--- src/hdl/csi_pkg.sv ---
// Shared types and constants for the charge slot status indicator.
// Used by csi_timebase, csi_slot_lane and charge_slot_status_indicator.
package csi_pkg;

   localparam int READING_W = 10;
   localparam int SECONDS_W = 17;
   localparam int TICKS_W   = 14;
   localparam int SUBSEC_W  = 10;
   localparam int CSR_ADDR_W = 4;
   localparam int CSR_DATA_W = 32;

   localparam logic [READING_W-1:0] READING_RESET  = 10'd1023;
   localparam logic [SECONDS_W-1:0] SECONDS_MAX    = 17'd131071;
   localparam logic [TICKS_W-1:0]   TOGGLE_MAX     = 14'd16383;

   localparam logic [READING_W-1:0] THRESHOLD_RESET = 10'd500;
   localparam logic [SECONDS_W-1:0] PERIOD_RESET    = 17'd86400;
   localparam logic [TICKS_W-1:0]   BLINK_RESET     = 14'd500;

   // register index, taken from paddr[3:2]
   localparam logic [1:0] REG_THRESHOLD = 2'd0;
   localparam logic [1:0] REG_PERIOD    = 2'd1;
   localparam logic [1:0] REG_BLINK     = 2'd2;

   // item kind on req_tuser
   localparam logic OP_TICK   = 1'b0;
   localparam logic OP_SAMPLE = 1'b1;

   typedef struct packed {
      logic sec_pulse;
      logic toggle;
      logic on_phase;
   } timebase_type;

   typedef struct packed {
      logic lamp;
      logic charging;
      logic present;
   } slot_status_type;

endpackage

--- src/hdl/charge_slot_status_indicator.sv ---
// Charge slot status indicator, top level: CSR block, timebase, slot lanes,
// mask merge and output skid stage. Depends on csi_pkg, csi_timebase, csi_slot_lane.
// Result goes to the output register, or to the skid entry when the output stalls.
// One item per cycle while skid is empty; all lanes update in the accept cycle.
// Reset: synchronous; registers return to defaults, slots read absent, LEDs dark.
// A two-entry output stage keeps req_tready high while only one result waits.
module charge_slot_status_indicator
   import csi_pkg::*;
#(
   parameter int SLOT_COUNT       = 4,
   parameter int TICKS_PER_SECOND = 1000
) (
   input  logic                  clock,
   input  logic                  reset,
   // reading_slot0 .. reading_slot(N-1), 10 bits each, zero padded
   input  logic [((READING_W*SLOT_COUNT+7)/8)*8-1:0] req_tdata,
   input  logic                  req_tuser,   // op
   input  logic                  req_tvalid,
   output logic                  req_tready,
   // lamp_mask, charging_mask, present_mask (N bits each), zero padded
   output logic [((3*SLOT_COUNT+7)/8)*8-1:0] rsp_tdata,
   output logic                  rsp_tvalid,
   input  logic                  rsp_tready,
   input  logic                  csr_psel,
   input  logic                  csr_penable,
   input  logic                  csr_pwrite,
   input  logic [CSR_ADDR_W-1:0] csr_paddr,
   input  logic [CSR_DATA_W-1:0] csr_pwdata,
   output logic [CSR_DATA_W-1:0] csr_prdata,
   output logic                  csr_pready
);

   localparam int RSP_W = ((3*SLOT_COUNT+7)/8)*8;

   logic [READING_W-1:0] thr_ff;
   logic [SECONDS_W-1:0] period_ff;
   logic [TICKS_W-1:0]   blink_ff;
   logic                 csr_write;
   logic [1:0]           csr_index;

   logic                 accept;
   timebase_type         tb;
   slot_status_type      lane_status [SLOT_COUNT];
   logic [SLOT_COUNT-1:0] lamp_mask, charging_mask, present_mask;
   logic [RSP_W-1:0]     result;

   logic                 main_valid_ff, main_valid_in;
   logic                 skid_valid_ff, skid_valid_in;
   logic [RSP_W-1:0]     main_data_ff, main_data_in;
   logic [RSP_W-1:0]     skid_data_ff, skid_data_in;
   logic                 take;

   // configuration registers
   assign csr_pready = 1'b1;
   assign csr_write  = csr_psel && csr_penable && csr_pwrite && csr_pready;
   assign csr_index  = csr_paddr[3:2];

   always_ff @(posedge clock) begin
      if (reset) begin
         thr_ff    <= THRESHOLD_RESET;
         period_ff <= PERIOD_RESET;
         blink_ff  <= BLINK_RESET;
      end else if (csr_write) begin
         case (csr_index)
            REG_THRESHOLD: thr_ff    <= csr_pwdata[READING_W-1:0];
            REG_PERIOD:    period_ff <= csr_pwdata[SECONDS_W-1:0];
            REG_BLINK:     blink_ff  <= csr_pwdata[TICKS_W-1:0];
            default: ;
         endcase
      end
   end

   always_comb begin
      case (csr_index)
         REG_THRESHOLD: csr_prdata = CSR_DATA_W'(thr_ff);
         REG_PERIOD:    csr_prdata = CSR_DATA_W'(period_ff);
         REG_BLINK:     csr_prdata = CSR_DATA_W'(blink_ff);
         default:       csr_prdata = '0;
      endcase
   end

   assign req_tready = !skid_valid_ff;
   assign accept     = req_tvalid && req_tready;

   csi_timebase #(
      .TICKS_PER_SECOND(TICKS_PER_SECOND)
   ) u_timebase (
      .clock        (clock),
      .reset        (reset),
      .tick_accept  (accept && (req_tuser == OP_TICK)),
      .blink_period (blink_ff),
      .tb           (tb)
   );

   for (genvar s = 0; s < SLOT_COUNT; s++) begin : g_lane
      csi_slot_lane u_lane (
         .clock     (clock),
         .reset     (reset),
         .accept    (accept),
         .op        (req_tuser),
         .reading   (req_tdata[s*READING_W +: READING_W]),
         .threshold (thr_ff),
         .period    (period_ff),
         .tb        (tb),
         .status    (lane_status[s])
      );
      assign lamp_mask[s]     = lane_status[s].lamp;
      assign charging_mask[s] = lane_status[s].charging;
      assign present_mask[s]  = lane_status[s].present;
   end

   assign result = RSP_W'({present_mask, charging_mask, lamp_mask});

   // output register plus skid entry
   assign take       = main_valid_ff && rsp_tready;
   assign rsp_tvalid = main_valid_ff;
   assign rsp_tdata  = main_data_ff;

   always_comb begin
      main_valid_in = main_valid_ff;
      main_data_in  = main_data_ff;
      skid_valid_in = skid_valid_ff;
      skid_data_in  = skid_data_ff;
      if (!main_valid_ff || take) begin
         if (skid_valid_ff) begin
            main_valid_in = 1'b1;
            main_data_in  = skid_data_ff;
            skid_valid_in = 1'b0;
         end else begin
            main_valid_in = accept;
            main_data_in  = result;
         end
      end else if (accept) begin
         skid_valid_in = 1'b1;
         skid_data_in  = result;
      end
   end

   always_ff @(posedge clock) begin
      if (reset) begin
         main_valid_ff <= 1'b0;
         skid_valid_ff <= 1'b0;
      end else begin
         main_valid_ff <= main_valid_in;
         skid_valid_ff <= skid_valid_in;
      end
   end

   always_ff @(posedge clock) begin
      main_data_ff <= main_data_in;
      skid_data_ff <= skid_data_in;
   end

endmodule

--- src/hdl/csi_timebase.sv ---
// Millisecond timebase: subsecond counter, blink toggle counter and phase.
// Depends on csi_pkg.
module csi_timebase
   import csi_pkg::*;
#(
   parameter int TICKS_PER_SECOND = 1000
) (
   input  logic               clock,
   input  logic               reset,
   input  logic               tick_accept,
   input  logic [TICKS_W-1:0] blink_period,
   output timebase_type       tb
);

   logic [SUBSEC_W-1:0] sub_ff, sub_in, sub_inc;
   logic [TICKS_W-1:0]  tog_ff, tog_in, tog_inc;
   logic                phase_ff, phase_in;

   always_ff @(posedge clock) begin
      if (reset) begin
         sub_ff   <= '0;
         tog_ff   <= TOGGLE_MAX;
         phase_ff <= 1'b1;
      end else begin
         sub_ff   <= sub_in;
         tog_ff   <= tog_in;
         phase_ff <= phase_in;
      end
   end

   always_comb begin
      sub_in      = sub_ff;
      tog_in      = tog_ff;
      phase_in    = phase_ff;
      tb.sec_pulse = 1'b0;
      tb.toggle    = 1'b0;
      tb.on_phase  = phase_ff;
      sub_inc = sub_ff + 1'b1;
      tog_inc = (tog_ff != TOGGLE_MAX) ? tog_ff + 1'b1 : tog_ff;
      if (tick_accept) begin
         if (sub_inc >= SUBSEC_W'(TICKS_PER_SECOND)) begin
            sub_in       = '0;
            tb.sec_pulse = 1'b1;
         end else begin
            sub_in = sub_inc;
         end
         if (tog_inc > blink_period) begin
            tog_in    = '0;
            tb.toggle = 1'b1;
            phase_in  = !phase_ff;
         end else begin
            tog_in = tog_inc;
         end
      end
   end

endmodule

--- src/hdl/csi_slot_lane.sv ---
// One slot lane: stored reading, seconds count, charging flag and LED state.
// Depends on csi_pkg.
module csi_slot_lane
   import csi_pkg::*;
(
   input  logic                 clock,
   input  logic                 reset,
   input  logic                 accept,
   input  logic                 op,
   input  logic [READING_W-1:0] reading,
   input  logic [READING_W-1:0] threshold,
   input  logic [SECONDS_W-1:0] period,
   input  timebase_type         tb,
   output slot_status_type      status
);

   logic [READING_W-1:0] last_ff, last_in;
   logic [SECONDS_W-1:0] secs_ff, secs_in, secs_mid;
   logic                 chg_ff, chg_in, chg_mid;
   logic                 lamp_ff, lamp_in;
   logic                 present_now;

   always_ff @(posedge clock) begin
      if (reset) begin
         last_ff <= READING_RESET;
         secs_ff <= '0;
         chg_ff  <= 1'b1;
         lamp_ff <= 1'b0;
      end else begin
         last_ff <= last_in;
         secs_ff <= secs_in;
         chg_ff  <= chg_in;
         lamp_ff <= lamp_in;
      end
   end

   always_comb begin
      present_now = last_ff < threshold;
      last_in  = last_ff;
      secs_in  = secs_ff;
      chg_in   = chg_ff;
      lamp_in  = lamp_ff;
      secs_mid = secs_ff;
      chg_mid  = chg_ff;
      if (accept) begin
         if (op == OP_SAMPLE) begin
            // old reading above threshold: fresh plug-in
            if (last_ff > threshold) begin
               secs_mid = '0;
               chg_mid  = 1'b1;
            end
            last_in = reading;
            secs_in = secs_mid;
            chg_in  = (secs_mid > period) ? 1'b0 : chg_mid;
         end else begin
            if (tb.sec_pulse && present_now && secs_ff != SECONDS_MAX) begin
               secs_in = secs_ff + 1'b1;
            end
            if (tb.toggle) begin
               if (tb.on_phase) begin
                  lamp_in = present_now;
               end else if (present_now && chg_ff) begin
                  lamp_in = 1'b0;
               end
            end
         end
      end
      status.lamp     = lamp_in;
      status.charging = chg_in;
      status.present  = last_in < threshold;
   end

endmodule
--- config.mk ---
export PLATFORM = sky130hd
export DESIGN_NAME = charge_slot_status_indicator
export DESIGN_NICKNAME = d
export VERILOG_FILES = /design/src/hdl/csi_pkg.sv /design/src/hdl/charge_slot_status_indicator.sv /design/src/hdl/csi_timebase.sv /design/src/hdl/csi_slot_lane.sv
export SDC_FILE = /design/constraint.sdc
export NUM_CORES = 1
export LEC_CHECK = 0
export ABC_AREA = 1
export BUFFER_PORTS_ARGS = -buffer_cell sky130_fd_sc_hd__buf_4
export CAP_MARGIN = 10
export CORE_ASPECT_RATIO = 0.5
export CORE_MARGIN = 5
export CORE_UTILIZATION = 45
export CTS_CLUSTER_SIZE = 12
export DETAILED_ROUTE_END_ITERATION = 10
export PLACE_DENSITY_LB_ADDON = 0.05
export RECOVER_POWER = 25
export SYNTH_ARGS = -nofsm -noshare
export SYNTH_HDL_FRONTEND = slang
export SYNTH_HIERARCHICAL = 1
export SYNTH_SLANG_ARGS = --single-unit
--- constraint.sdc ---
create_clock -name clock -period 6 [get_ports clock]
set_input_delay 1.2 -clock clock [delete_from_list [all_inputs] [get_ports clock]]
set_output_delay 1.2 -clock clock [all_outputs]
set_load 0.01 [all_outputs]
* After elaboration in Yosys (flattened, before gate mapping) *
Cells that the tools add are included.

storage, ports and cells
  flip-flop bits (word level) = 208
  bits in latches = 0
  memory bits (writable) = 0
  memory bits (read-only) = 0
  input port bits = 84
  output and inout port bits = 51
  logic and storage cells = 168
  memories = 0

operators by class
  $add $sub $neg = 6
  multipliers = 0
  divide/modulo/power cells = 0
  magnitude comparators = 18
  eq/ne operators = 7
  shifts and indexed selects = 0
  muxes and demuxes = 73
  bitwise logic cells = 2
  reduce and logical (&&, ||, !) cells = 36

operator list
  operator                                                         number
  17-bit 2-to-1 mux                                                20
  10-bit 2-to-1 mux                                                9
  10-bit < comparator                                              8
  17-bit by 1-bit adder with 17-bit output, second input constant  4
  17-bit greater-than comparator                                   4
  17-bit inequality test, second input constant                    4
  17-bit case mux with 3 select lines                              1
  10-bit greater-than comparator                                   4
  1-bit 2-to-1 mux                                                 39
  14-bit 2-to-1 mux                                                2
  2-bit AND reduction                                              9
  1-bit logical AND                                                17
  14-bit by 1-bit adder with 14-bit output, second input constant  1
  14-bit greater-than comparator                                   1
  14-bit inequality test, second input constant                    1
  12-bit 2-to-1 mux                                                1
  10-bit by 1-bit adder with 10-bit output, second input constant  1
  10-bit >= comparator, second input constant                      1
  2-bit nonzero test                                               4
  1-bit zero test                                                  3
  2-bit by 1-bit == test with 1-bit output, second input constant  1
  2-bit == test, second input constant                             1
  2-bit zero test                                                  1
  2-bit 2-to-1 mux                                                 1
  other kinds (3)                                                  4

* Longest topological paths before layout *
  depth in word-level cells = 9
  mapped depth = 27
  mapped depth without buffers = 26

* By module *
Netlist, hierarchy kept.

by module, submodules not included
  module                                 times used  cells each  area each (um2)  seq. area each (um2)
  csi_slot_lane at g_lane[0].u_lane ...  3           438         2715.1           580.6
  charge_slot_status_indicator           1           387         3007.9           1581.5
  csi_slot_lane at g_lane[1].u_lane      1           438         2693.8           580.6
  csi_timebase                           1           325         2063.2           500.5

* Worst setup path before layout *
No wires, ideal clock.

  path type = input-to-reg
  start = input req_tvalid
  end = register main_data_ff[10], in the netlist rsp_tdata[10], data pin
  library setup time = 253 ps
  arrival = 3190 ps
  data required time = 5747 ps
  path slack = 2557 ps
  stages = 14
  path buffers = 1
  cells stage by stage = inv_1 nor2_1 nand2_1 clkbuf_1 nand2_1 and2_1 inv_1 ha_1 nand2_1 nor2_1 nand2_1 o21a_1 nand2_1 nand2_1

RTL lines
  element                 RTL line                             text
  start: declaration      charge_slot_status_indicator.sv:18   input logic req_tvalid,
  end signal: assignment  charge_slot_status_indicator.sv:150  main_data_ff <= main_data_in;
  end: declaration        charge_slot_status_indicator.sv:49   logic [RSP_W-1:0] main_data_ff, main_data_in;

* Worst setup path in the final report *
  start = register thr_ff[9]
  end = register main_data_ff[5], in the netlist rsp_tdata[5], data pin

on the way
  longest elaborated chain between the ends = 9
  elaborated cells on any way between the ends = 10
  those cells by class = order compare (2); mux (8)

RTL lines
  element                             RTL line                             text
  start: declaration                  charge_slot_status_indicator.sv:35   logic [READING_W-1:0] thr_ff;
  start signal: assignment            charge_slot_status_indicator.sv:65   REG_THRESHOLD: thr_ff <= csr_pwdata[READING_W-1:0];
  10-bit greater-than comparator (*)  csi_slot_lane.sv:48                  if (last_ff > threshold) begin
  17-bit 2-to-1 mux                   csi_slot_lane.sv:48
  17-bit 2-to-1 mux                   csi_slot_lane.sv:46                  if (op == OP_SAMPLE) begin
  17-bit 2-to-1 mux                   csi_slot_lane.sv:45                  if (accept) begin
  17-bit greater-than comparator      csi_slot_lane.sv:54                  chg_in = (secs_mid > period) ? 1'b0 : chg_mid;
  1-bit 2-to-1 mux (*)                csi_slot_lane.sv:54
  1-bit 2-to-1 mux (*)                csi_slot_lane.sv:46
  1-bit 2-to-1 mux (*)                csi_slot_lane.sv:45
  via charging_mask[1]                charge_slot_status_indicator.sv:44   logic [SLOT_COUNT-1:0] lamp_mask, charging_mask, present_mask;
  12-bit 2-to-1 mux (*)               charge_slot_status_indicator.sv:125  if (skid_valid_ff) begin

Mark *: on every way through the listed nets, which the timed path passes. The rest lies on a longest branch. The select of a mux whose other input is x is not followed.
A chain may end at the register's enable or synchronous reset.

==> flow_summary.toml <==
[grt]
grt_pass1_wl_mm = 73.3
grt_pass1_vias = 13600
grt_usage_pct = 23.3
grt_remaining_overflow = 0
antenna_found_initial = 0
grt_max_degree = 46

[setup_path]
cp_data_arrival_time_ns = 4.10
max_stage_delay_ns = 0.69
timing.critical_path.mode_cell = "nand2_1"
worstPathRequired_ns = 6.30
path_max_fanout = 16
crit_type = "flip-flop to flip-flop"
cp-end-kind = "flip-flop"
cp_cell_sequence = "inv_1 -> ha_1 -> nand2_2 -> nor2_2 -> nand2_1 -> nand3_2 -> nand2_1 -> inv_2 -> nor2_1 -> ha_1 -> nand2_1 -> nor2_1 -> nand4_1 -> inv_1 -> nand4_1 -> nand3_1 -> nand2_1 -> nand2_1 -> inv_1 -> nand2_1 -> nand2_1"
reg2reg_slack_ns = 2.20
start_kind = "flip-flop"
cp_slowest_cell = "dfxtp_1"

[synthesis]
synth_flop_cell = "dfxtp_1"
synthTopCellsByCount = "nand2_1, inv_1, nor2_1"
yosysTopAreaCellShare_pct = 23.2
async_reset_ff_share_pct = 0
yosysSeqAreaShare_pct = 27.7
avgSynthCellArea_um2 = 6.46
syn_inst = 2464
yosysMostFrequentCell = "nand2_1"
syn_area_um2 = 15900
yosysTopAreaCell = "dfxtp_1"
ys_ff_latch = 208
synthTopCellsByArea = "dfxtp_1, nand2_1, ha_1"
ys_warn_count = 6
synth_edf_count = 24
synth.distinct_cells = 44

[cts]
cts.htree.levels = 1
clock_sinks = 208
cts_resized = 0
cts_made_buffers = 24
tritoncts = "built"
insertion_delay_ns = 0.54
clockBufferDepth = 3
hold_buffers = 0
path_clk_slew_ns = 0.06
cts_root_buf = "clkbuf_16"
cts_setup_buffers = 0

[min_path]
hold_path_class = "flip-flop to flip-flop"

[final_layout]
fin_nets = 2780
drive_above_1_share_pct = 9.40
antenna_cells = 0
area_growth_pct = 9.94

[floorplanning]
io-pin-count = 135
start_util_pct = 45.9
die_height_um = 143
core_um2 = 34700
dieArea_um2 = 39400
die_x_um = 276
rows = 48

[run_status]
status = "complete, but fails checks"
violations = "capacitance limit, slew limit"

[sta]
period_share_pct = 63.4
finalHoldViolCount = 0
slew_viol_final = 28
tns_ns = 0
worst_pin_slew_ns = 1.82
fin_skew_ns = 0.0155
period_needed_ns = 3.80
hold_ws_ns = 0.481
rsz0062_at_grt = "no"
fmax_mhz = 263
slew_headroom_pct = -21.8
setup_violations = 0

[detailed_routing]
num_vias = 14600
wire_per_inst_um = 15.2
totalWireLength_mm = 45.9
drc = 0
drtAntennaViolNets = 0
drt_iter0_drc = 1021
vias_per_cell = 4.85
firstDrtPassIters = 5

[pwr]
power_density_nw_per_um2 = 207
power_switching_mw = 1.09
swShare_pct = 30.0
power.share.clock_pct = 41.6
ir_worst_vdd_uv = 124
power.internal_mw = 2.53
pwr-share-seq_pct = 41.8
comb_power_share_pct = 16.7
power_leakage_nw = 8.82

[place]
hpwl_mm = 34.1
gp_congestion = 0.837
port_buffers = 97

[job]
drv_cap = 1
## state kept, by name, summed over array words and instances (netlist names), 12 cells and up
register / flops
g_lane.u_lane/last_ff: 40
g_lane.u_lane/secs_ff: 68
period_ff: 17
skid_data_ff: 12
rsp_tdata: 12
u_timebase/tog_ff: 14
blink_ff: 14
## layout by cell type, fill, tap and decap left out, drive strengths merged, types with 3 or more instances in the layout
| master | instances |
|---|---|
| buf | 90 |
| nand2 | 798 |
| nor2 | 322 |
| nand4 | 24 |
| xnor2 | 3 |
| xor2 | 6 |
| o21bai | 5 |
| ha | 169 |
| and2 | 36 |
| edfxtp | 24 |
| clkbuf | 50 |
| clkinv | 9 |
| nor3 | 23 |
| nand3 | 137 |
| o21a | 7 |
| o21ai | 53 |
| nor4 | 7 |
| dfxtp | 184 |
| a21oi | 145 |
| inv | 412 |
| a22oi | 8 |
| conb | 20 |
## worst max-delay path, delay by kind of cell, from the launching register on
family	cells	cell delay (ns)
and+or+nand+nor	15	1.65
DFF	1	0.69
adders and majority gates	2	0.65
buffers and inverters	4	0.56
## stage by stage
step	cell area [µm²]	worst slack (ns)	power (mW)	util [%]	cells
after global placement	16800	1.62	2.14	48.4	2976
after global routing	17500	1.84	3.81	50.5	3018
after floorplan	16000	2.56	1.97	-	2482
after CTS	17500	2.20	3.66	50.6	3018
after detailed placement	16800	1.64	2.15	48.4	2976
final	17500	2.20	3.61	50.5	3018
## area by class of cell
cell class                 count  area (µm²)
clock buffer                  35         703
clock inverter                 7        71.3
fill                        3710       17200
inverter                     417        1570
multi-input combinational   1771        9410
sequential                   208        4400
tap                          475         594
timing repair buffer         105         739
## layer usage
metal	wire length, µm	up-vias	track usage [%]	share of wire, %
li1	-	7735	-	-
met1	22800	6572	33.6	50
met2	20100	287	38.2	44
met3	2160	49	2.94	4.7
met4	788	0	4.12	1.7
met5	0	-	0	0
## path summary, 6_finish.rpt
kind / from / end / cells past startpoint
setup / recovery: thr_ff[9] / rsp_tdata[5] / 21
hold reg to reg: g_lane[1].u_lane/secs_ff[15] / g_lane[1].u_lane/secs_ff[15] / 2
hold / removal: g_lane[1].u_lane/secs_ff[15] / g_lane[1].u_lane/secs_ff[15] / 2
setup reg to reg: thr_ff[9] / rsp_tdata[5] / 21
## power groups by stage
stage / Sequential [mW] / Clock (mW) / Combinational (mW)
after floorplan: 1.52 / 0 / 0.454
after global placement: 1.54 / 0 / 0.605
after detailed placement: 1.54 / 0 / 0.610
after CTS: 1.51 / 1.54 / 0.613
after global routing: 1.51 / 1.60 / 0.689
final: 1.51 / 1.50 / 0.603
## cell families (layout without fill, tap and decap cells)
group	count (synthesis)	after routing	share of synthesized area (%)
simple gates	1351	1351	37.3
fa+ha+maj	169	169	13.3
other cells	2	20	0.0472
xor+xnor	9	9	0.495
compound gates	222	222	7.64
buf+inv	503	564	13.6
flops	208	208	27.7
Note: power is estimated with default switching activity, not from simulation.
